$ cat src/lsd_pkg.sv
// ----------------------------------------------------------------------------
// lsd_pkg: shared types and constants for the link stuck detector
// Request layouts, register indexes, reset values and the divide constants.
// ----------------------------------------------------------------------------
package lsd_pkg;

  localparam int unsigned TS_W     = 32;
  localparam int unsigned SECS_W   = 23;
  localparam int unsigned CFG_W    = 32;
  localparam int unsigned CFG_IDX_W = 1;

  localparam logic [CFG_W-1:0] ARM_TIME_RST     = 32'd60000;
  localparam logic [CFG_W-1:0] TRIGGER_TIME_RST = 32'd900000;

  // Outage start value used when an outage begins at timestamp zero.
  localparam logic [TS_W-1:0] OUTAGE_FIX = 32'd1;

  // floor(x / 1000) == (x * DIV_MUL) >> DIV_SHIFT for every 32-bit x.
  localparam int unsigned DIV_SHIFT = 38;
  localparam int unsigned DIV_MUL_W = 29;
  localparam logic [DIV_MUL_W-1:0] DIV_MUL = 29'd274877907;
  localparam int unsigned PROD_W = TS_W + DIV_MUL_W;

  typedef enum logic [CFG_IDX_W-1:0] {
    REG_ARM_TIME     = 1'b0,
    REG_TRIGGER_TIME = 1'b1
  } cfg_reg_t;

  typedef struct packed {
    logic            network_up;
    logic            relay_up;
    logic [TS_W-1:0] now_millis;
  } in_req_t;

  typedef struct packed {
    logic              stuck;
    logic [SECS_W-1:0] outage_seconds;
  } out_req_t;

  // Tracker result handed to the seconds stage.
  typedef struct packed {
    logic            stuck;
    logic [TS_W-1:0] outage_ms;
  } trk_res_t;

endpackage

$ cat src/lsd_tracker.sv
// ----------------------------------------------------------------------------
// lsd_tracker: link and outage state tracking
// Holds the link/outage state and computes stuck and outage length per request.
// ----------------------------------------------------------------------------
module lsd_tracker (
  input  logic                    clk,
  input  logic                    rst_n,
  input  logic                    step_en,
  input  lsd_pkg::in_req_t        req,
  input  logic [lsd_pkg::CFG_W-1:0] arm_time,
  input  logic [lsd_pkg::CFG_W-1:0] trigger_time,
  output lsd_pkg::trk_res_t       res
);
  import lsd_pkg::*;

  logic            link_held_r, link_held_nxt;
  logic            armed_r, armed_nxt;
  logic [TS_W-1:0] link_start_r, link_start_nxt;
  logic [TS_W-1:0] outage_start_r, outage_start_nxt;
  logic [TS_W-1:0] link_ms;
  logic [TS_W-1:0] outage_ms;

  always_comb begin
    link_held_nxt    = link_held_r;
    armed_nxt        = armed_r;
    link_start_nxt   = link_start_r;
    outage_start_nxt = outage_start_r;
    res.stuck        = 1'b0;
    if (!req.network_up) begin
      link_held_nxt    = 1'b0;
      link_start_nxt   = '0;
      outage_start_nxt = '0;
    end else if (req.relay_up) begin
      if (!link_held_r) begin
        link_held_nxt  = 1'b1;
        link_start_nxt = req.now_millis;
      end
      outage_start_nxt = '0;
    end else begin
      link_held_nxt  = 1'b0;
      link_start_nxt = link_held_r ? '0 : link_start_r;
      if (outage_start_r == '0) begin
        outage_start_nxt = (req.now_millis != '0) ? req.now_millis : OUTAGE_FIX;
      end
    end
    link_ms   = req.now_millis - link_start_nxt;
    outage_ms = req.now_millis - outage_start_nxt;
    if (req.network_up && req.relay_up && (link_ms >= arm_time)) begin
      armed_nxt = 1'b1;
    end
    if (req.network_up && !req.relay_up && armed_r && (outage_ms >= trigger_time)) begin
      res.stuck = 1'b1;
    end
    res.outage_ms = (outage_start_nxt != '0) ? outage_ms : '0;
  end

  always_ff @(posedge clk) begin
    if (!rst_n) begin
      link_held_r    <= 1'b0;
      armed_r        <= 1'b0;
      link_start_r   <= '0;
      outage_start_r <= '0;
    end else if (step_en) begin
      link_held_r    <= link_held_nxt;
      armed_r        <= armed_nxt;
      link_start_r   <= link_start_nxt;
      outage_start_r <= outage_start_nxt;
    end
  end

endmodule

$ cat src/lsd_div1000.sv
// ----------------------------------------------------------------------------
// lsd_div1000: milliseconds to whole seconds
// Divides by 1000 through a reciprocal multiply and a fixed shift.
// ----------------------------------------------------------------------------
module lsd_div1000 (
  input  logic [lsd_pkg::TS_W-1:0]   ms,
  output logic [lsd_pkg::SECS_W-1:0] secs
);
  import lsd_pkg::*;

  logic [PROD_W-1:0] prod;

  assign prod = {{DIV_MUL_W{1'b0}}, ms} * {{TS_W{1'b0}}, DIV_MUL};
  assign secs = prod[DIV_SHIFT +: SECS_W];

endmodule

$ cat src/link_stuck_detector.sv
// ----------------------------------------------------------------------------
// link_stuck_detector: relay link stuck detector
// Flags a device that stays on the network without its relay for too long.
// ----------------------------------------------------------------------------
// Usage:
//   in_valid/in_stall/in_data carry one request per cycle while in_stall is
//   low: network_up, relay_up and a free-running millisecond timestamp.
//   out_valid/out_stall/out_data return exactly one result per request:
//   stuck and the whole seconds of the current relay outage.
//   cfg_we/cfg_index/cfg_data write arm_time_ms (index 0) and
//   trigger_time_ms (index 1); write only while the block is idle.
// Pipeline:
//   input register, state tracker into a result register, divide-by-1000
//   multiply into the output register, in that order; out_valid is the
//   output register's valid bit. One request per cycle unless out_stall
//   holds a waiting result.
// Reset:
//   Synchronous, active low. Clears the pipeline valid bits, the link and outage
//   state, the armed flag, and loads the default thresholds.
// Stall:
//   The pipeline advances as one; while out_stall holds a waiting result,
//   in_stall is raised and every stage holds.
// ----------------------------------------------------------------------------
module link_stuck_detector (
  input  logic                          clk,
  input  logic                          rst_n,
  input  logic                          in_valid,
  output logic                          in_stall,
  input  lsd_pkg::in_req_t              in_data,
  output logic                          out_valid,
  input  logic                          out_stall,
  output lsd_pkg::out_req_t             out_data,
  input  logic                          cfg_we,
  input  logic [lsd_pkg::CFG_IDX_W-1:0] cfg_index,
  input  logic [lsd_pkg::CFG_W-1:0]     cfg_data
);
  import lsd_pkg::*;

  logic              advance;
  logic [CFG_W-1:0]  arm_time_r;
  logic [CFG_W-1:0]  trigger_time_r;

  // Stage 1: input register
  logic              s1_valid_r;
  in_req_t           s1_req_r;
  // Stage 2: tracker result
  logic              s2_valid_r;
  trk_res_t          trk_res;
  trk_res_t          s2_res_r;
  // Stage 3: output register
  logic              s3_valid_r;
  out_req_t          s3_req_r;
  logic [SECS_W-1:0] secs;

  // Move every stage together unless a finished result is held back.
  assign advance  = !(s3_valid_r && out_stall);
  assign in_stall = !advance;

  // Configuration registers
  always_ff @(posedge clk) begin
    if (!rst_n) begin
      arm_time_r     <= ARM_TIME_RST;
      trigger_time_r <= TRIGGER_TIME_RST;
    end else if (cfg_we) begin
      case (cfg_reg_t'(cfg_index))
        REG_ARM_TIME:     arm_time_r     <= cfg_data;
        REG_TRIGGER_TIME: trigger_time_r <= cfg_data;
        default: ;
      endcase
    end
  end

  // Valid bits: shift the pipeline when allowed
  always_ff @(posedge clk) begin
    if (!rst_n) begin
      s1_valid_r <= 1'b0;
      s2_valid_r <= 1'b0;
      s3_valid_r <= 1'b0;
    end else if (advance) begin
      s1_valid_r <= in_valid;
      s2_valid_r <= s1_valid_r;
      s3_valid_r <= s2_valid_r;
    end
  end

  // Payload registers: no reset, load with the pipeline
  always_ff @(posedge clk) begin
    if (advance) begin
      s1_req_r <= in_data;
      s2_res_r <= trk_res;
      s3_req_r <= '{stuck: s2_res_r.stuck, outage_seconds: secs};
    end
  end

  // Update the link/outage state once per request leaving stage 1.
  lsd_tracker u_tracker (
    .clk          (clk),
    .rst_n        (rst_n),
    .step_en      (advance && s1_valid_r),
    .req          (s1_req_r),
    .arm_time     (arm_time_r),
    .trigger_time (trigger_time_r),
    .res          (trk_res)
  );

  // Convert outage length to whole seconds.
  lsd_div1000 u_div (
    .ms   (s2_res_r.outage_ms),
    .secs (secs)
  );

  assign out_valid = s3_valid_r;
  assign out_data  = s3_req_r;

endmodule
$ cat config.mk
export PLATFORM = sky130hd
export DESIGN_NAME = link_stuck_detector
export DESIGN_NICKNAME = d
export VERILOG_FILES = /design/src/lsd_pkg.sv /design/src/lsd_tracker.sv /design/src/lsd_div1000.sv /design/src/link_stuck_detector.sv
export SDC_FILE = /design/constraint.sdc
export NUM_CORES = 2
export LEC_CHECK = 0
export ABC_AREA = 1
export BUFFER_PORTS_ARGS = -buffer_cell sky130_fd_sc_hd__buf_2
export CAP_MARGIN = 20
export CORE_UTILIZATION = 40
export CTS_CLUSTER_DIAMETER = 50
export DETAILED_ROUTE_END_ITERATION = 12
export GPL_ROUTABILITY_DRIVEN = 0
export PLACE_DENSITY = 0.63
export SLEW_MARGIN = 20
export SYNTH_ARGS = -nofsm -noshare
export SYNTH_HDL_FRONTEND = slang
export SYNTH_SLANG_ARGS = --single-unit
$ cat constraint.sdc
create_clock -name clk -period 6.9 [get_ports clk]
set_input_delay 0 -clock clk [delete_from_list [all_inputs] [get_ports clk]]
set_output_delay 0 -clock clk [all_outputs]
set_load 0.01 [all_outputs]
Word level (Yosys, flattened, before mapping)
Index checks and enable logic that the tools add are counted.
Storage, ports and cells
  flip-flop bits (word level): 224
  bits of input ports: 72
  output and inout bits: 26
  word-level logic and storage cells: 48
Cells by class
  add/sub/neg operators: 2
  $mul: 1
  magnitude comparators: 2
  multiplexer cells: 11
  bitwise logic cells: 1
  reductions and logical operators: 15
Operators with widths (count)
  2-to-1 mux 32 bit: 8
  greater-or-equal comparator 32 bit: 2
  nonzero test 32 bit: 2
  subtractor 32 bit: 2
  multiplier 32 x 29 -> 61 bit, second input constant: 1
  logical NOT 32 bit: 1
  logical AND 1 bit: 7
  AND reduction 2 bit: 3
  2-to-1 mux 1 bit: 3
  logical NOT 1 bit: 2
  NOT 1 bit: 1

Depth between registers and ports, before layout
  depth in word-level cells: 9
  gate-level depth with buffers: 34
  mapped depth without buffers: 33

By module
From an unflattened synthesis, not the netlist that was laid out.
Unflattened totals
  cells, all modules: 4128
  area total of the unflattened synthesis: 31201.2 um^2
Modules (own cells, without submodules)
  lsd_div1000: instances 1, cells each 2147, area an instance 16614.7 um^2, seq. area each 0.0 um^2
  lsd_tracker: instances 1, cells each 1541, area an instance 9241.4 um^2, seq. area each 1321.3 um^2
  link_stuck_detector: instances 1, cells each 440, area an instance 5345.1 um^2, seq. area each 4073.9 um^2

Worst setup path after synthesis
OpenSTA, ideal clock, no wires.
  path kind: reg2reg
  from: reg s2_res_r[20] (netlist name)
  to: reg s3_req_r (netlist bit out_data[13]), data pin
  library setup time: 0.252 ns
  arrival time: 5.573 ns
  data required time: 6.648 ns
  setup slack: 1.075 ns
  stages on the path, launching flop included: 25
  path buffers: 0
  period minus slack after synthesis: 5.825 ns
  cells stage by stage: edfxtp_1 ha_1 fa_1 fa_1 inv_1 fa_1 inv_1 fa_1 inv_1 fa_1 inv_1 fa_1 inv_1 fa_1 inv_1 ha_1 nand2_1 nor2_1 nand2_1 nor3_1 nand2_1 nor2_1 nor3_1 nand3_1 nand2_1
On the way
  cells in the longest elaborated chain, start to end: 1
Ends and longest elaborated chain
  start, declared: line link_stuck_detector.sv:49  | trk_res_t s2_res_r;
  start signal, assigned: line link_stuck_detector.sv:90  | s2_res_r <= trk_res;
  multiplier 32 x 29 -> 61 bit: line lsd_div1000.sv:13  | assign prod = {{DIV_MUL_W{1'b0}}, ms} * {{TS_W{1'b0}}, DIV_MUL};
  named net secs[13]: line link_stuck_detector.sv:53  | logic [SECS_W-1:0] secs;
  end signal, assigned: line link_stuck_detector.sv:91  | s3_req_r <= '{stuck: s2_res_r.stuck, outage_seconds: secs};
  end, declared: line link_stuck_detector.sv:52  | out_req_t s3_req_r;
The timed path passes the listed nets, and every way through them passes these cells.
A chain may end at the register's enable or synchronous reset.

Worst setup path after layout
  from: reg s2_res_r[8] (netlist name)
  to: reg s3_req_r (netlist bit out_data[20]), data pin
The elaborated chain is that of the path after synthesis.

==> impl_metrics.yaml <==
worst_setup_path:
  crit_fanout: 11
  cp.required_ps: 7190
  crit_path_end_kind: "flop"
  start_kind: "flop"
  cp.arrival_ps: 6830
  r2r_slack_ps: 360
  path_class: "reg2reg"
clock_network:
  clk_path_buf_depth: 3
  h-tree-depth: 2
  cts.clk_slew.worst_paths_ps: 60
  clock_latency_ps: 570
  post_cts_resize_count: 0
  cts_tree: "yes"
  cts.sinks: 224
  cts_buffers: 38
  root_buffer: "clkbuf_16"
sta:
  setup_viol: 0
  timing.slew.headroom_pct: 27.2
  finalCritPeriodShare_pct: 94.8
  min_period_ps: 6540
  finClkSkew_ps: 38.7
  tightest_slew_ps: 1090
  hold_viol_final: 0
  holdWs_ps: 127
  drv_slew: 0
  rsz0062_at_grt: "false"
  tns_ps: 0
  fmax_ghz: 0.153
hold_path:
  hp-class: "in2reg"
route:
  wl_um: 88600
  wl_per_cell_um: 17.7
  ant_nets: 0
  dr.pass1.iters: 6
  drc_errors: 0
  drtIter0Drc: 1873
  detail_route.vias_per_cell: 5.12
  vias: 25658
synth:
  syn-num-nets: 4706
  synth_top_cell_by_area: "ha_1"
  synth_area_per_cell_sq_um: 7.83
  ys_async_sr_fraction_pct: 0
  synth_warnings: 0
  syn_area_sq_mm: 0.0299
  ys_seq_area_share_pct: 18.0
  synth_seq_cells: 224
  synth_edf_count: 91
  syn_inst: 3820
  ys_types: 43
  synth_ff_type: "dfxtp_1"
  yosysTopAreaCellShare_pct: 21.5
  synth.area.top_cells: "ha_1 (22%), fa_1 (20%), inv_1 (11%)"
finish:
  nFillCells: 7280
  num_antenna_cells: 0
  drive_above_1_share_pct: 5.57
  register_area_sq_mm: 0.00540
  final_nets: 4914
  multi_input_area_sq_mm: 0.0209
  area_growth_pct: 13.2
global_routing:
  antenna_found_initial: 0
  overflow: 0
  groute.usage.overall_pct: 23.8
  grt_start_max_net_pins: 121
  grt_pass1_vias: 25600
  grt_pass1_wl_um: 139000
power_and_ir_drop:
  ir_drop_mv: 0.535
  p_leak_nw: 18.1
  power_density_mw_per_mm2: 412
flow_run:
  drv_cap: 0
outcome:
  status: "finished clean"
floorplan:
  die_area_sq_mm: 0.0759
  initial_core_util_pct: 40.7
  core_sq_mm: 0.0735
  num_rows: 99
  io_pins: 98
  fp.dieH_um: 275
  die_w_um: 275
place:
  portBuffers: 97
  dp_hpwl_um: 73700
-- critical path, cell delays in order (launching register included) --
cell and delay (ps):
edfxtp_1 780, ha_1 390, fa_1 400, fa_1 500, inv_1 60, fa_1 470, inv_1 50, fa_1 500
inv_1 60, fa_1 530, inv_1 50, fa_1 480, inv_1 50, fa_1 470, inv_1 60, ha_1 320
a21oi_1 200, o21ai_0 170, o21bai_1 300, nand3_1 120, nand2_1 140, nand2_1 70, nand2_1 50, nand2_1 40
-- layout by cell type (no fill, tap or decap), drive strengths merged, types with 3 or more instances in the layout --
cell type and instances:
nand2 669, a21oi 307, nand4 25, buf 132
dlygate4sd3 95, o21a 8, nor2 284, xnor2 7
a21boi 4, clkinv 7, nand3b 5, fa 300
o21ai 251, dfxtp 133, o211ai 23, clkinvlp 4
ha 514, xor2 30, clkbuf 48, o21bai 24
nand3 95, or2 8, a22o 6, edfxtp 91
nor3 57, a21o 11, nor4 11, inv 898
and2 3
-- cells by family after synthesis --
kind of cell / count (synthesis) / synth area share, %
buf+inv: 947 / 12.0
xor+xnor: 37 / 1.08
fa+ha+maj: 814 / 41.6
flops: 224 / 18.0
compound gates: 637 / 11.5
simple gates: 1161 / 15.8
-- cell usage after synthesis (all sizes together), types with 5 or more instances --
library cell / count
a21o: 11
a21oi: 307
a22o: 6
buf: 14
clkbuf: 45
dfxtp: 133
edfxtp: 91
fa: 300
ha: 514
inv: 888
nand2: 669
nand3: 95
nand3b: 5
nand4: 25
nor2: 284
nor3: 57
nor4: 11
o211ai: 23
o21a: 8
o21ai: 251
o21bai: 24
or2: 8
xnor2: 7
xor2: 30
-- cell type report --
type                            count  share of cell area, %
Clock buffer                       48                   3.13
Clock inverter                     21                  0.676
Inverter                          888                   9.84
Multi-Input combinational cell   2649                   61.8
Sequential cell                   224                   15.9
Tap cell                          959                   3.54
Timing Repair Buffer              227                   5.03
-- registers in the layout (all words and copies together), names as in the netlist, 24 cells and up --
signal,cells
s1_req_r,34
u_tracker.outage_start_r,32
arm_time_r,32
out_data,24
s2_res_r,33
u_tracker.link_start_r,32
trigger_time_r,32
-- routing by layer --
metal / track usage [%] / part of all wire, % / vias up
met3: 2.51 / 5.2 / 169
met4: 8.53 / 3.6 / 0
li1: - / - / 12577
met2: 40.1 / 46 / 780
met1: 31.5 / 45 / 12132
met5: 0 / 0 / -
-- path summary, 6_finish.rpt --
kind	start	to	depth (start not counted)
worst max-delay path	s2_res_r[8]$_SDFFCE_PN0N_	out_data[20]$_DFFE_PN_	23
worst min-delay path	in_data[1]	s1_req_r[1]$_DFFE_PN_	2
worst max register to register	s2_res_r[8]$_SDFFCE_PN0N_	out_data[20]$_DFFE_PN_	23
worst min register to register	s2_res_r[32]$_DFFE_PN_	out_data[23]$_DFFE_PN_	0
-- per-stage QoR --
step,util [%],setup slack [ps],instance area [sq um],instances,total power [W]
finish,46.1,361,33900,5016,0.0140
global route,46.1,23.5,33900,5016,0.0156
CTS,46.1,379,33800,5012,0.0140
detailed placement,43.0,423,31600,4848,0.0119
global placement,43.0,547,31600,4848,0.0118
floorplan,-,1070,29900,3820,0.00896
-- timing repair --
item,CTS,global route
setup endpoints to repair,0,1
buffers inserted,0,4
hold buffers,95,0
hold endpoints to repair,144,0
-- power breakdown --
group	total (W)	internal, W	switching (W)
Clock	0.00191	0.00113	0.000781
Sequential	0.00173	0.00160	0.000127
Combinational	0.0103	0.00360	0.00672
Total	0.0140	0.00633	0.00763
(Power assumes the default switching activity.)
